<file path="config.mk">
export PLATFORM = sky130hd
export DESIGN_NAME = lfu_cell
export DESIGN_NICKNAME = d
export VERILOG_FILES = /design/src/rtl/lfu_pkg.sv /design/src/rtl/lfu_cell.sv
export SDC_FILE = /design/constraint.sdc
export NUM_CORES = 1
export LEC_CHECK = 0
export ABC_AREA = 0
export BUFFER_PORTS_ARGS = -buffer_cell sky130_fd_sc_hd__clkbuf_2
export CAP_MARGIN = 20
export CORE_MARGIN = 8
export CORE_UTILIZATION = 43
export DETAILED_ROUTE_END_ITERATION = 6
export PLACE_DENSITY_LB_ADDON = 0.3
export SLEW_MARGIN = 20
export SYNTH_ARGS = -nofsm -noshare
export SYNTH_HDL_FRONTEND = slang
export SYNTH_SLANG_ARGS = --single-unit
export TNS_END_PERCENT = 1
</file>
<file path="constraint.sdc">
create_clock -name aclk -period 4 [get_ports aclk]
set_input_delay 1 -clock aclk [delete_from_list [all_inputs] [get_ports aclk]]
set_output_delay 1 -clock aclk [all_outputs]
set_load 0.03 [all_outputs]
</file>
<file path="src/rtl/lfu_pkg.sv">
`timescale 1ns / 1ps
`default_nettype none

package lfu_pkg;

    // Fixed field widths
    localparam int CFG_W   = 6;
    localparam int CNT_W   = 16;
    localparam int STAMP_W = 32;

    localparam logic [CFG_W-1:0]   CFG_RESET = 6'd20;
    localparam logic [CNT_W-1:0]   CNT_MAX   = 16'hFFFF;
    localparam logic [CNT_W-1:0]   CNT_ONE   = 16'd1;
    localparam logic [STAMP_W-1:0] STAMP_MAX = 32'hFFFF_FFFF;

    // Flags carried by the scan token from cell to cell
    typedef struct packed {
        logic vld;   // token present
        logic hit;   // key found in an earlier cell
        logic empt;  // empty slot found in an earlier cell
        logic best;  // victim candidate recorded
    } tok_flags_t;

    // Broadcast write into the cell row
    typedef struct packed {
        logic en;    // write the selected cell's count
        logic fill;  // also load key and stamp
    } wr_ctl_t;

endpackage

`default_nettype wire

</file>
<file path="src/rtl/lfu_cell.sv">
`timescale 1ns / 1ps
`default_nettype none

module lfu_cell #(
    parameter int IDX      = 0,
    parameter int KEY_BITS = 8,
    parameter int IDX_W    = 5
) (
    input  wire                               aclk,
    input  wire                               aresetn,
    input  wire                               active,
    // token in from the left neighbor
    input  wire lfu_pkg::tok_flags_t          in_flg,
    input  wire [KEY_BITS-1:0]                in_key,
    input  wire [IDX_W-1:0]                   in_sel,
    input  wire [lfu_pkg::CNT_W-1:0]          in_hcnt,
    input  wire [IDX_W-1:0]                   in_bidx,
    input  wire [lfu_pkg::CNT_W-1:0]          in_bcnt,
    input  wire [lfu_pkg::STAMP_W-1:0]        in_bstm,
    input  wire [KEY_BITS-1:0]                in_bkey,
    // token out to the right neighbor
    output lfu_pkg::tok_flags_t               out_flg,
    output logic [KEY_BITS-1:0]               out_key,
    output logic [IDX_W-1:0]                  out_sel,
    output logic [lfu_pkg::CNT_W-1:0]         out_hcnt,
    output logic [IDX_W-1:0]                  out_bidx,
    output logic [lfu_pkg::CNT_W-1:0]         out_bcnt,
    output logic [lfu_pkg::STAMP_W-1:0]       out_bstm,
    output logic [KEY_BITS-1:0]               out_bkey,
    // broadcast write
    input  wire lfu_pkg::wr_ctl_t             wr_ctl,
    input  wire [IDX_W-1:0]                   wr_idx,
    input  wire [KEY_BITS-1:0]                wr_key,
    input  wire [lfu_pkg::CNT_W-1:0]          wr_cnt,
    input  wire [lfu_pkg::STAMP_W-1:0]        wr_stm
);

    localparam logic [IDX_W-1:0] MY_IDX = IDX_W'(IDX);

    // slot contents
    logic [KEY_BITS-1:0]         key_reg;
    logic [lfu_pkg::CNT_W-1:0]   cnt_reg;
    logic [lfu_pkg::STAMP_W-1:0] stm_reg;

    // token registers
    lfu_pkg::tok_flags_t         flg_reg, flg_next;
    logic [KEY_BITS-1:0]         key_t_reg;
    logic [IDX_W-1:0]            sel_reg, sel_next;
    logic [lfu_pkg::CNT_W-1:0]   hcnt_reg, hcnt_next;
    logic [IDX_W-1:0]            bidx_reg, bidx_next;
    logic [lfu_pkg::CNT_W-1:0]   bcnt_reg, bcnt_next;
    logic [lfu_pkg::STAMP_W-1:0] bstm_reg, bstm_next;
    logic [KEY_BITS-1:0]         bkey_reg, bkey_next;

    logic occupied, own_hit, own_empty, better;

    assign occupied  = (key_reg != '0);
    assign own_hit   = active && occupied && (key_reg == in_key);
    assign own_empty = active && !occupied;
    // strict compare keeps the lower slot on a full tie
    assign better    = !in_flg.best || (cnt_reg < in_bcnt) ||
                       ((cnt_reg == in_bcnt) && (stm_reg < in_bstm));

    // merge this slot into the passing token
    always_comb begin
        flg_next  = in_flg;
        sel_next  = in_sel;
        hcnt_next = in_hcnt;
        bidx_next = in_bidx;
        bcnt_next = in_bcnt;
        bstm_next = in_bstm;
        bkey_next = in_bkey;
        if (in_flg.vld && !in_flg.hit) begin
            if (own_hit) begin
                flg_next.hit = 1'b1;
                sel_next     = MY_IDX;
                hcnt_next    = cnt_reg;
            end else if (own_empty && !in_flg.empt) begin
                flg_next.empt = 1'b1;
                sel_next      = MY_IDX;
            end
            if (active && occupied && better) begin
                flg_next.best = 1'b1;
                bidx_next     = MY_IDX;
                bcnt_next     = cnt_reg;
                bstm_next     = stm_reg;
                bkey_next     = key_reg;
            end
        end
    end

    // token stage
    always_ff @(posedge aclk) begin
        if (!aresetn) begin
            flg_reg <= '0;
        end else begin
            flg_reg <= flg_next;
        end
        key_t_reg <= in_key;
        sel_reg   <= sel_next;
        hcnt_reg  <= hcnt_next;
        bidx_reg  <= bidx_next;
        bcnt_reg  <= bcnt_next;
        bstm_reg  <= bstm_next;
        bkey_reg  <= bkey_next;
    end

    // slot update from the broadcast write
    always_ff @(posedge aclk) begin
        if (!aresetn) begin
            key_reg <= '0;
        end else if (wr_ctl.en && wr_ctl.fill && (wr_idx == MY_IDX)) begin
            key_reg <= wr_key;
        end
    end

    always_ff @(posedge aclk) begin
        if (wr_ctl.en && (wr_idx == MY_IDX)) begin
            cnt_reg <= wr_cnt;
            if (wr_ctl.fill) begin
                stm_reg <= wr_stm;
            end
        end
    end

    assign out_flg  = flg_reg;
    assign out_key  = key_t_reg;
    assign out_sel  = sel_reg;
    assign out_hcnt = hcnt_reg;
    assign out_bidx = bidx_reg;
    assign out_bcnt = bcnt_reg;
    assign out_bstm = bstm_reg;
    assign out_bkey = bkey_reg;

endmodule

`default_nettype wire

</file>
==> results of run 1 <==
per-layer routing:
layer  up-vias  track usage (%)  part of all wire (%)
met5         -                0                     0
met4         0             8.14                   2.4
met3        33             6.23                   7.7
met2       157             31.9                    52
met1      2049             17.7                    37
li1       2171                -                     -
power by group:
part	total [mW]	switching (mW)	leakage (nW)	internal [mW]
combinational	0.376	0.215	2.43	0.161
sequential	1.65	0.0185	1.29	1.63
clock	1.71	0.612	0.293	1.10
total	3.74	0.846	4.01	2.89
worst min-delay path by stage:
stage	from	cells past startpoint	slack (ns)	to
CTS	stm_reg[0]$_DFFE_PP_	1	0.49	out_bstm[0]$_DFF_P_
global placement	stm_reg[14]$_DFFE_PP_	1	0.48	out_bstm[14]$_DFF_P_
floorplan	stm_reg[0]$_DFFE_PP_	1	0.46	out_bstm[0]$_DFF_P_
global route	stm_reg[15]$_DFFE_PP_	1	0.52	out_bstm[15]$_DFF_P_
finish	stm_reg[0]$_DFFE_PP_	1	0.50	out_bstm[0]$_DFF_P_
detailed placement	stm_reg[0]$_DFFE_PP_	1	0.47	out_bstm[0]$_DFF_P_
through the flow:
stage               utilization, %  setup slack (ns)
floorplan                        -             0.518
global placement              54.6             0.182
detailed placement            54.6             0.191
CTS                           59.2             0.633
global route                  59.2             0.493
finish                        59.2             0.682
layout make-up:
| type | count | area, um^2 | area share, % |
|---|---|---|---|
| sequential | 150 | 3480 | 42.4 |
| multi-input combinational | 257 | 2360 | 28.7 |
| timing repair buffer | 257 | 1310 | 15.9 |
| clock buffer | 19 | 433 | 5.27 |
| tap | 180 | 225 | 2.74 |
| inverter | 55 | 206 | 2.51 |
| clock inverter | 13 | 205 | 2.50 |
worst max-delay path, delay by kind of cell:
kind / cells / cell delay [ns]
adder cells (fa/ha/maj): 1 / 0.30
AO/OA/AOI/OAI: 1 / 0.42
AND/OR/NAND/NOR: 4 / 1.04
multiplexers: 1 / 0.35
buffers and inverters: 3 / 0.51
cells in the mapped netlist (3+ instances only):
master | count | share of area (%)
a21boi_1 | 10 | 1.2
a21oi_1 | 22 | 1.8
buf_6 | 6 | 1.1
dfxtp_1 | 102 | 33
edfxtp_1 | 48 | 24
ha_1 | 47 | 9.6
inv_1 | 54 | 3.3
mux2_1 | 26 | 4.8
mux2_4 | 45 | 11
nand2_1 | 33 | 2.0
nand4_1 | 7 | 0.72
nor2_1 | 11 | 0.67
nor2b_1 | 8 | 0.82
nor3_1 | 3 | 0.25
nor4_1 | 4 | 0.41
o21ai_0 | 8 | 0.65
xor2_1 | 8 | 1.1
cell families after synthesis:
| group | after synthesis | synth area share [%] |
|---|---|---|
| compound gates | 53 | 5.42 |
| xor+xnor | 8 | 1.15 |
| fa+ha+maj | 47 | 9.61 |
| buf+inv | 64 | 4.70 |
| flops | 150 | 56.9 |
| mux | 72 | 16.0 |
| simple gates | 77 | 6.20 |
placed cells by master, fill, tap and decap left out, drive strengths merged, types with 2 or more instances in the layout:
cell type  count
clkbuf       272
dfxtp        102
mux2          71
inv           55
edfxtp        48
ha            47
nand2         33
a21oi         22
nor2          11
a21boi        11
o21ai         10
xor2           8
nor2b          8
nand4          7
clkinvlp       5
bufinv         5
nor4           4
buf            4
nor3           3
clkinv         3
or4            2
and3b          2
o21a           2
o211ai         2
and2           2
==> out/qor.yml, run 1 <==
run_status:
  outcome: "finished, final reports clean"
logic_synthesis:
  synth_area_mm2: 0.00612
  synthArstFlopShare_pct: 0
  syn_area_per_cell_um2: 13.0
  ys_ff_latch: 150
  synth_flop_cell: "dfxtp_1"
  synth_enable_flop_cells: 48
  yosysWarningCount: 0
  yosysUniqueCellTypes: 40
  syn_nets: 678
  synthCells: 471
  ys_seq_area_share_pct: 56.9
power:
  finalPower_mw: 3.74
  p_leak_nw: 4.01
  p_per_area_mw_per_mm2: 454
  peakVddDrop_v: 0.000331
finish:
  fin_nets: 945
  antenna_cells: 0
  drive_above_1_share_pct: 44.6
  nFillCells: 1156
  final_cells: 931
  design_area_mm2: 0.00822
  area_growth_pct: 34.4
worst_setup_path:
  cp_common_cell: "nand4_1"
  cpMaxStageDelayCell: "nor4_1"
  crit_required_ns: 4.31
  critPathCaptureType: "flop"
  rr_startpoint: "cnt_reg[15]$_DFFE_PP_"
  endpoint: "out_bstm[0]$_DFF_P_"
  critPathKind: "primary input to flop"
  r2r_end: "out_bstm[0]$_DFF_P_"
  critPathMaxFanout: 14
  cpPeakStageDelay_ns: 0.46
  crit_chain: "clkbuf_2, inv_1, ha_1, nand4_1, nor4_1, and3b_1, nand4_1, o22ai_4, buf_4, mux2_1"
  worstRegToRegCells: 8
  cp-startpoint: "in_bcnt[15]"
  r2r_slack_ns: 0.93
  crit_arrival_ns: 3.63
  worstSetupStartpointType: "primary input"
floorplanning:
  die_y_um: 135
  core-area_mm2: 0.0139
  num_rows: 43
  die_w_um: 135
  num_io_pins: 254
  start_util_pct: 44.1
  die-area_mm2: 0.0183
sta:
  fmax_ghz: 0.301
  finalHoldViolCount: 0
  rsz0062_at_grt: "false"
  max_slew_margin_pct: 41.6
  setup_viol: 0
  fin_crit_ns: 3.32
  fin_crit_sh_pct: 82.9
  setup_tns_ns: 0
  hold_slack_ns: 0.501
  clock_skew_ns: 0.0111
  worst_pin_slew_ns: 0.875
  slew_viol_final: 0
placement:
  hpwl_um: 12900
  place_inst: 899
  place_congestion: 0.782
  dpl_cell_area_mm2: 0.00758
  io_buffers: 253
route:
  vias_per_cell: 4.74
  antenna_left: 0
  first_pass_iters: 4
  drt_iter0_drc: 164
  wirelength_um: 16100
  num_vias: 4410
  wl_per_cell_um: 17.3
  drc: 0
clock_tree:
  cts_hold_buf: 0
  clock_latency_ns: 0.43
  clkSinkCount: 150
  cts_resized: 0
  clk_pin_slew_ns: 0.06
  post_cts_buffers: 0
  cts_tree: "built"
  cts_buffers: 17
  clockRootBuffer: "clkbuf_16"
  cts-htree-levels: 4
  ctsLongestPathBuffers: 2
grt:
  grt_usage_pct: 17.6
  first_global_vias: 5072
  grt_max_degree: 41
  grt_overflow: 0
  antenna_found_initial: 0
  grt_pass1_wl_um: 25000
run:
  cap_violations: 0
min_path:
  hold_class: "flop to flop"
No activity file was read; power rests on OpenSTA's default activity.
==> inputs of run 2 (changes only) <==
==> constraint.sdc (replaced) <==
create_clock -name aclk -period 2.7 [get_ports aclk]
set_input_delay 0.675 -clock aclk [delete_from_list [all_inputs] [get_ports aclk]]
set_output_delay 0.675 -clock aclk [all_outputs]
set_load 0.03 [all_outputs]
==> out/qor.yml, run 2 (synthesis gave the netlist of run 1 again) <==
finish:
  final_cell_mix: "253 x clkbuf_2, 102 x dfxtp_1, 54 x inv_1, 48 x edfxtp_1, 47 x ha_1"
  drive_above_1_share_pct: 45.1  # +0.52 points
  nFillCells: 1196  # +3.5%
  fin_util_pct: 59.3  # +0.099 points
  antenna_cells: 0  # unchanged
  area_growth_pct: 34.6
  final_common_cell: "clkbuf_2"
  design_area_mm2: 0.00824  # +0.17%
  fin_nets: 954  # +0.95%
route:
  drt_iter0_drc: 91  # -45%
  wirelength_um: 15800  # -1.6%
  drc: 0  # unchanged
  wl_per_cell_um: 16.8  # -2.6%
  first_pass_iters: 4  # unchanged
  num_vias: 4398  # -0.27%
  antenna_left: 0  # unchanged
  vias_per_cell: 4.68  # -1.2%
grt:
  first_global_vias: 4998  # -1.5%
  antenna_found_initial: 1  # +1
  grt_overflow: 0  # unchanged
  grt_usage_pct: 17.2  # -0.48 points
  grt_max_degree: 41  # unchanged
  grt_pass1_wl_um: 24300  # -2.7%
power:
  p_per_area_mw_per_mm2: 626  # +38%
  pwr-share-comb_pct: 10.9  # +0.8 points
  p_sw_share_pct: 23.3  # +0.62 points
  internal_power_mw: 3.96  # +37%
  clockPowerShare_pct: 41.8  # -4.1 points
  sequentialPowerShare_pct: 47.3  # +3.3 points
  p_leak_nw: 4.03  # +0.58%
  peakVddDrop_v: 0.000414  # +25%
  netSwitchingPower_mw: 1.20  # +42%
worst_setup_path:
  crit_arrival_ns: 2.88  # -0.75 ns
  critPathCaptureType: "flop"
  crit_required_ns: 2.99  # -1.32 ns
  critPathMaxFanout: 34  # +20
  worstSetupStartpointType: "flop"
  critPathKind: "flop to flop"
clock_tree:
  clkSinkCount: 150  # unchanged
  cts-htree-levels: 4  # unchanged
  clockRootBuffer: "clkbuf_16"
  clock_latency_ns: 0.42  # about the same
  cts_buffers: 17  # unchanged
  cts_hold_buf: 0  # unchanged
  ctsLongestPathBuffers: 2  # unchanged
  cts_tree: "built"
  clk_pin_slew_ns: 0.06  # about the same
sta:
  rsz0062_at_grt: "false"
  max_slew_margin_pct: 44.6  # +3.0 points
  worst_pin_slew_ns: 0.831  # -0.0441 ns
  hold_slack_ns: 0.383  # -0.118 ns
  finalHoldViolCount: 0  # unchanged
  fmax_ghz: 0.387
  fin_crit_sh_pct: 95.8
  slew_viol_final: 0  # unchanged
  fin_crit_ns: 2.59
  fin_ws_ns: 0.114  # -0.569 ns
  clock_skew_ns: 0.0116  # +0.000461 ns
  setup_viol: 0  # unchanged
floorplanning:
  num_rows: 43  # unchanged
  die_w_um: 135  # unchanged
  num_io_pins: 254  # unchanged
  start_util_pct: 44.1  # unchanged
  die-area_mm2: 0.0183  # unchanged
  core-area_mm2: 0.0139  # unchanged
  die_y_um: 135  # unchanged
min_path:
  hold_class: "primary input to flop"
run:
  cap_violations: 0  # unchanged
placement:
  io_buffers: 253  # unchanged
  hpwl_um: 12800  # -0.76%
  place_congestion: 0.775  # -1.0%
  post-place-ws_ns: -0.370  # -0.562 ns
  dpl_cell_area_mm2: 0.00768  # +1.2%
run_status:
  outcome: "finished, final reports clean"
## run 2: cell types whose count changed in the layout (fill, tap and decap cells not counted), moves of 2 or more
cell / previous run / this run
clkbuf_16: 17 / 19
nor4_1: 4 / 2
buf_4: 3 / 11
clkbuf_1: 2 / 8
clkinv_2: 1 / 4
nor4_2: 0 / 2
bufinv_16: 5 / 0
clkinvlp_4: 5 / 0
## run 2: path summary, 6_finish.rpt
check	from	to	slack, ns	depth (start not counted)
hold / removal	in_key[2]	out_key[2]$_DFF_P_	0.38	1
setup reg to reg	cnt_reg[15]$_DFFE_PP_	out_bcnt[13]$_DFF_P_	0.11	8
setup / recovery	cnt_reg[15]$_DFFE_PP_	out_bcnt[13]$_DFF_P_	0.11	8
hold reg to reg	stm_reg[10]$_DFFE_PP_	out_bstm[10]$_DFF_P_	0.50	1
## run 2: per-stage QoR
step           total power, mW  std cells  TNS (ns)
2_1_floorplan             2.80        471    -0.457
3_3_place_gp              3.03        908    -17.03
3_5_place_dp              3.05        908    -19.24
4_1_cts                   5.21        940         0
5_1_grt                   5.35        940         0
6_report                  5.16        940         0
## run 2: power by group through the flow
stage | combinational, mW | sequential [mW] | clock, mW
after global placement | 0.551 | 2.48 | 0
final | 0.562 | 2.44 | 2.16
after floorplan | 0.160 | 2.64 | 0
after CTS | 0.570 | 2.44 | 2.20
after global routing | 0.612 | 2.44 | 2.29
after detailed placement | 0.566 | 2.49 | 0
## run 2: layout make-up
class / instances / area, um^2 / share of cell area [%]
Multi-Input combinational cell: 257 / 2390 / 29.0
Sequential cell: 150 / 3480 / 42.3
Timing Repair Buffer: 266 / 1390 / 16.9
Inverter: 55 / 211 / 2.57
Clock inverter: 4 / 20.0 / 0.243
Clock buffer: 28 / 519 / 6.31
Tap cell: 180 / 225 / 2.73
## run 2: metal layers
layer	GRT usage (%)	routed length (um)	vias up	share of wire, %
met2	30.6	8210	156	52
li1	-	-	2190	-
met1	17.1	5820	2022	37
met3	6.64	1340	28	8.5
met5	0	13	-	0.082
met4	8.51	438	2	2.8
## run 2: timing repair
action,CTS,global route
pin swaps,0,1
setup buffers,0,0
endpoints found under the hold margin,0,0
endpoints found under the setup margin,27,56
gates resized for setup,1,3
## run 2: worst max-delay path, cell delays in order, from the launching register on
cell and delay, ns:
edfxtp_1 0.42, ha_1 0.34, nand4_1 0.14, nor4_2 0.36, and3b_1 0.21, nand4_1 0.14
o22ai_4 0.20, buf_12 0.28, mux2_1 0.35
==> inputs of run 3 (changes only) <==
--- a/config.mk
+++ b/config.mk
@@ -9,7 +9,7 @@
 export BUFFER_PORTS_ARGS = -buffer_cell sky130_fd_sc_hd__clkbuf_2
 export CAP_MARGIN = 20
 export CORE_MARGIN = 8
-export CORE_UTILIZATION = 43
+export CORE_UTILIZATION = 30
 export DETAILED_ROUTE_END_ITERATION = 6
 export PLACE_DENSITY_LB_ADDON = 0.3
 export SLEW_MARGIN = 20
==> out/qor.yml, run 3 (synthesis gave the netlist of run 1 again) <==
sta:
  finalHoldViolCount: 0  # unchanged
  fin_crit_ns: 2.76  # +0.176 ns
  max_slew_margin_pct: 67.6  # +23 points
  rsz0062_at_grt: "true"
  fin_crit_sh_pct: 102  # +6.5 points
  slew_viol_final: 0  # unchanged
  clock_skew_ns: 0.00929  # -0.00228 ns
  fin_ws_ns: -0.0623  # -0.176 ns
  setup_viol: 50  # +50
  fmax_ghz: 0.362  # -6.4%
  worst_pin_slew_ns: 0.480  # -0.350 ns
worst_setup_path:
  critPathMaxFanout: 14  # -59%
  critPathCaptureType: "flop"
  r2r_end: "out_bcnt[2]$_DFF_P_"
  rr_startpoint: "cnt_reg[11]$_DFFE_PP_"
  critPathKind: "flop to flop"
  worstSetupStartpointType: "flop"
  worstRegToRegCells: 8  # unchanged
  r2r_slack_ns: -0.06  # -0.18 ns
  crit_arrival_ns: 3.07  # +0.19 ns
  cp-startpoint: "cnt_reg[11]$_DFFE_PP_"
  crit_required_ns: 3.01  # +0.02 ns
finish:
  final_cell_mix: "253 x clkbuf_2, 102 x dfxtp_1, 54 x inv_1, 50 x mux2_4, 48 x edfxtp_1"
  final_common_cell: "clkbuf_2"
  drive_above_1_share_pct: 47.7  # +2.5 points
  area_growth_pct: 39.2
  fin_nets: 962  # +0.84%
grt:
  first_global_vias: 4781  # -4.3%
  antenna_found_initial: 1  # unchanged
  grt_usage_pct: 13.2  # -3.9 points
  grt_max_degree: 41  # unchanged
  grt_pass1_wl_um: 26000  # +7.0%
  grt_overflow: 0  # unchanged
placement:
  hpwl_um: 13300  # +3.4%
  post-place-ws_ns: -0.539  # -0.169 ns
  io_buffers: 253  # unchanged
  place_congestion: 0.740  # -4.5%
min_path:
  hold_depth: 1  # unchanged
  holdPathEnd: "out_key[0]$_DFF_P_"
  hold_class: "primary input to flop"
  min-delay-start: "in_key[0]"
floorplanning:
  die_y_um: 159  # +17%
  num_io_pins: 254  # unchanged
  die-area_mm2: 0.0252  # +38%
  die_w_um: 159  # +17%
  core-area_mm2: 0.0201  # +45%
  start_util_pct: 30.4  # -14 points
  num_rows: 52  # +21%
clock_tree:
  ctsLongestPathBuffers: 2  # unchanged
  clk_pin_slew_ns: 0.07  # about the same
  cts_tree: "built"
  clockRootBuffer: "clkbuf_16"
  cts-htree-levels: 4  # unchanged
  clkSinkCount: 150  # unchanged
  cts_buffers: 17  # unchanged
  clock_latency_ns: 0.42  # about the same
run_status:
  violations: "negative setup slack"
  outcome: "finished, violations left"
route:
  drt_iter0_drc: 102  # +12%
  first_pass_iters: 4  # unchanged
  vias_per_cell: 4.20  # -10%
  wl_per_cell_um: 16.1  # -4.4%
  antenna_left: 0  # unchanged
  wirelength_um: 16700  # +5.6%
  drc: 0  # unchanged
  num_vias: 4367  # -0.70%
power:
  finalPower_mw: 5.34  # +3.5%
  peakVddDrop_v: 0.000385  # -6.9%
  p_per_area_mw_per_mm2: 627  # about the same
  p_leak_nw: 4.11  # +1.9%
run:
  cap_violations: 0  # unchanged
==> run 3: cell count changes in the layout (fill, tap and decap cells not counted), moves of 4 or more <==
cell,before,now
buf_4,11,18
clkbuf_1,8,0
inv_6,1,5
mux2_1,26,21
mux2_4,45,50
==> run 3: through the flow <==
stage / utilization, % / instance area, um^2 / instances / setup TNS, ns / hold slack (ns)
after CTS: 42.3 / 8500 / 1038 / -0.795 / 0.358
after global routing: 42.4 / 8520 / 1038 / -10.41 / 0.353
final: 42.4 / 8520 / 1039 / -1.30 / 0.380
after floorplan: - / 6140 / 471 / -0.457 / 0.460
after detailed placement: 39.0 / 7840 / 1004 / -29.78 / 0.490
after global placement: 39.0 / 7840 / 1004 / -29.73 / 0.474
==> run 3: cell type report <==
type / count / area (um^2)
timing repair buffer: 274 / 1470
clock inverter: 13 / 109
fill: 1931 / 11600
tap: 270 / 338
inverter: 55 / 211
clock buffer: 19 / 475
sequential: 150 / 3480
multi-input combinational: 257 / 2420
antenna: 1 / 2.50
==> run 3: repair_timing <==
item | CTS | global route
gates resized for setup | 8 | 2
setup endpoints to repair | 56 | 56
hold buffers | 0 | 0
cloned | 1 | 0
pin swaps | 5 | 0
setup buffers | 1 | 0
==> run 3: routing by layer <==
layer  up-vias  GRT usage, %  wire length [um]
met5         -             0                13
met2       154          21.8              7890
met4         2          4.55               225
met1      1986          15.2              7280
met3        19          5.53              1300
li1       2206             -                 -
==> run 3: how the worst max path moves through the flow <==
stage	endpoint	slack [ns]
finish	out_bcnt[2]$_DFF_P_	-0.06
floorplan	out_bcnt[7]$_DFF_P_	-0.03
global placement	out_bstm[30]$_DFF_P_	-0.53
global route	out_bcnt[7]$_DFF_P_	-0.22
detailed placement	out_bstm[10]$_DFF_P_	-0.54
CTS	out_bstm[4]$_DFF_P_	-0.05
==> run 3: power by group <==
part           total, mW  switching [mW]  internal [mW]
logic              0.569           0.319          0.251
clock network       2.34            1.02           1.31
registers           2.43          0.0254           2.41
==> run 3: worst max-delay path, stage by stage, from the launching register on <==
cell and delay [ns]:
edfxtp_1 0.45, ha_4 0.31, nand4_1 0.14, nor4_2 0.36, and3b_2 0.26, nand4_1 0.20, o22ai_4 0.25, bufbuf_16 0.37
mux2_4 0.31
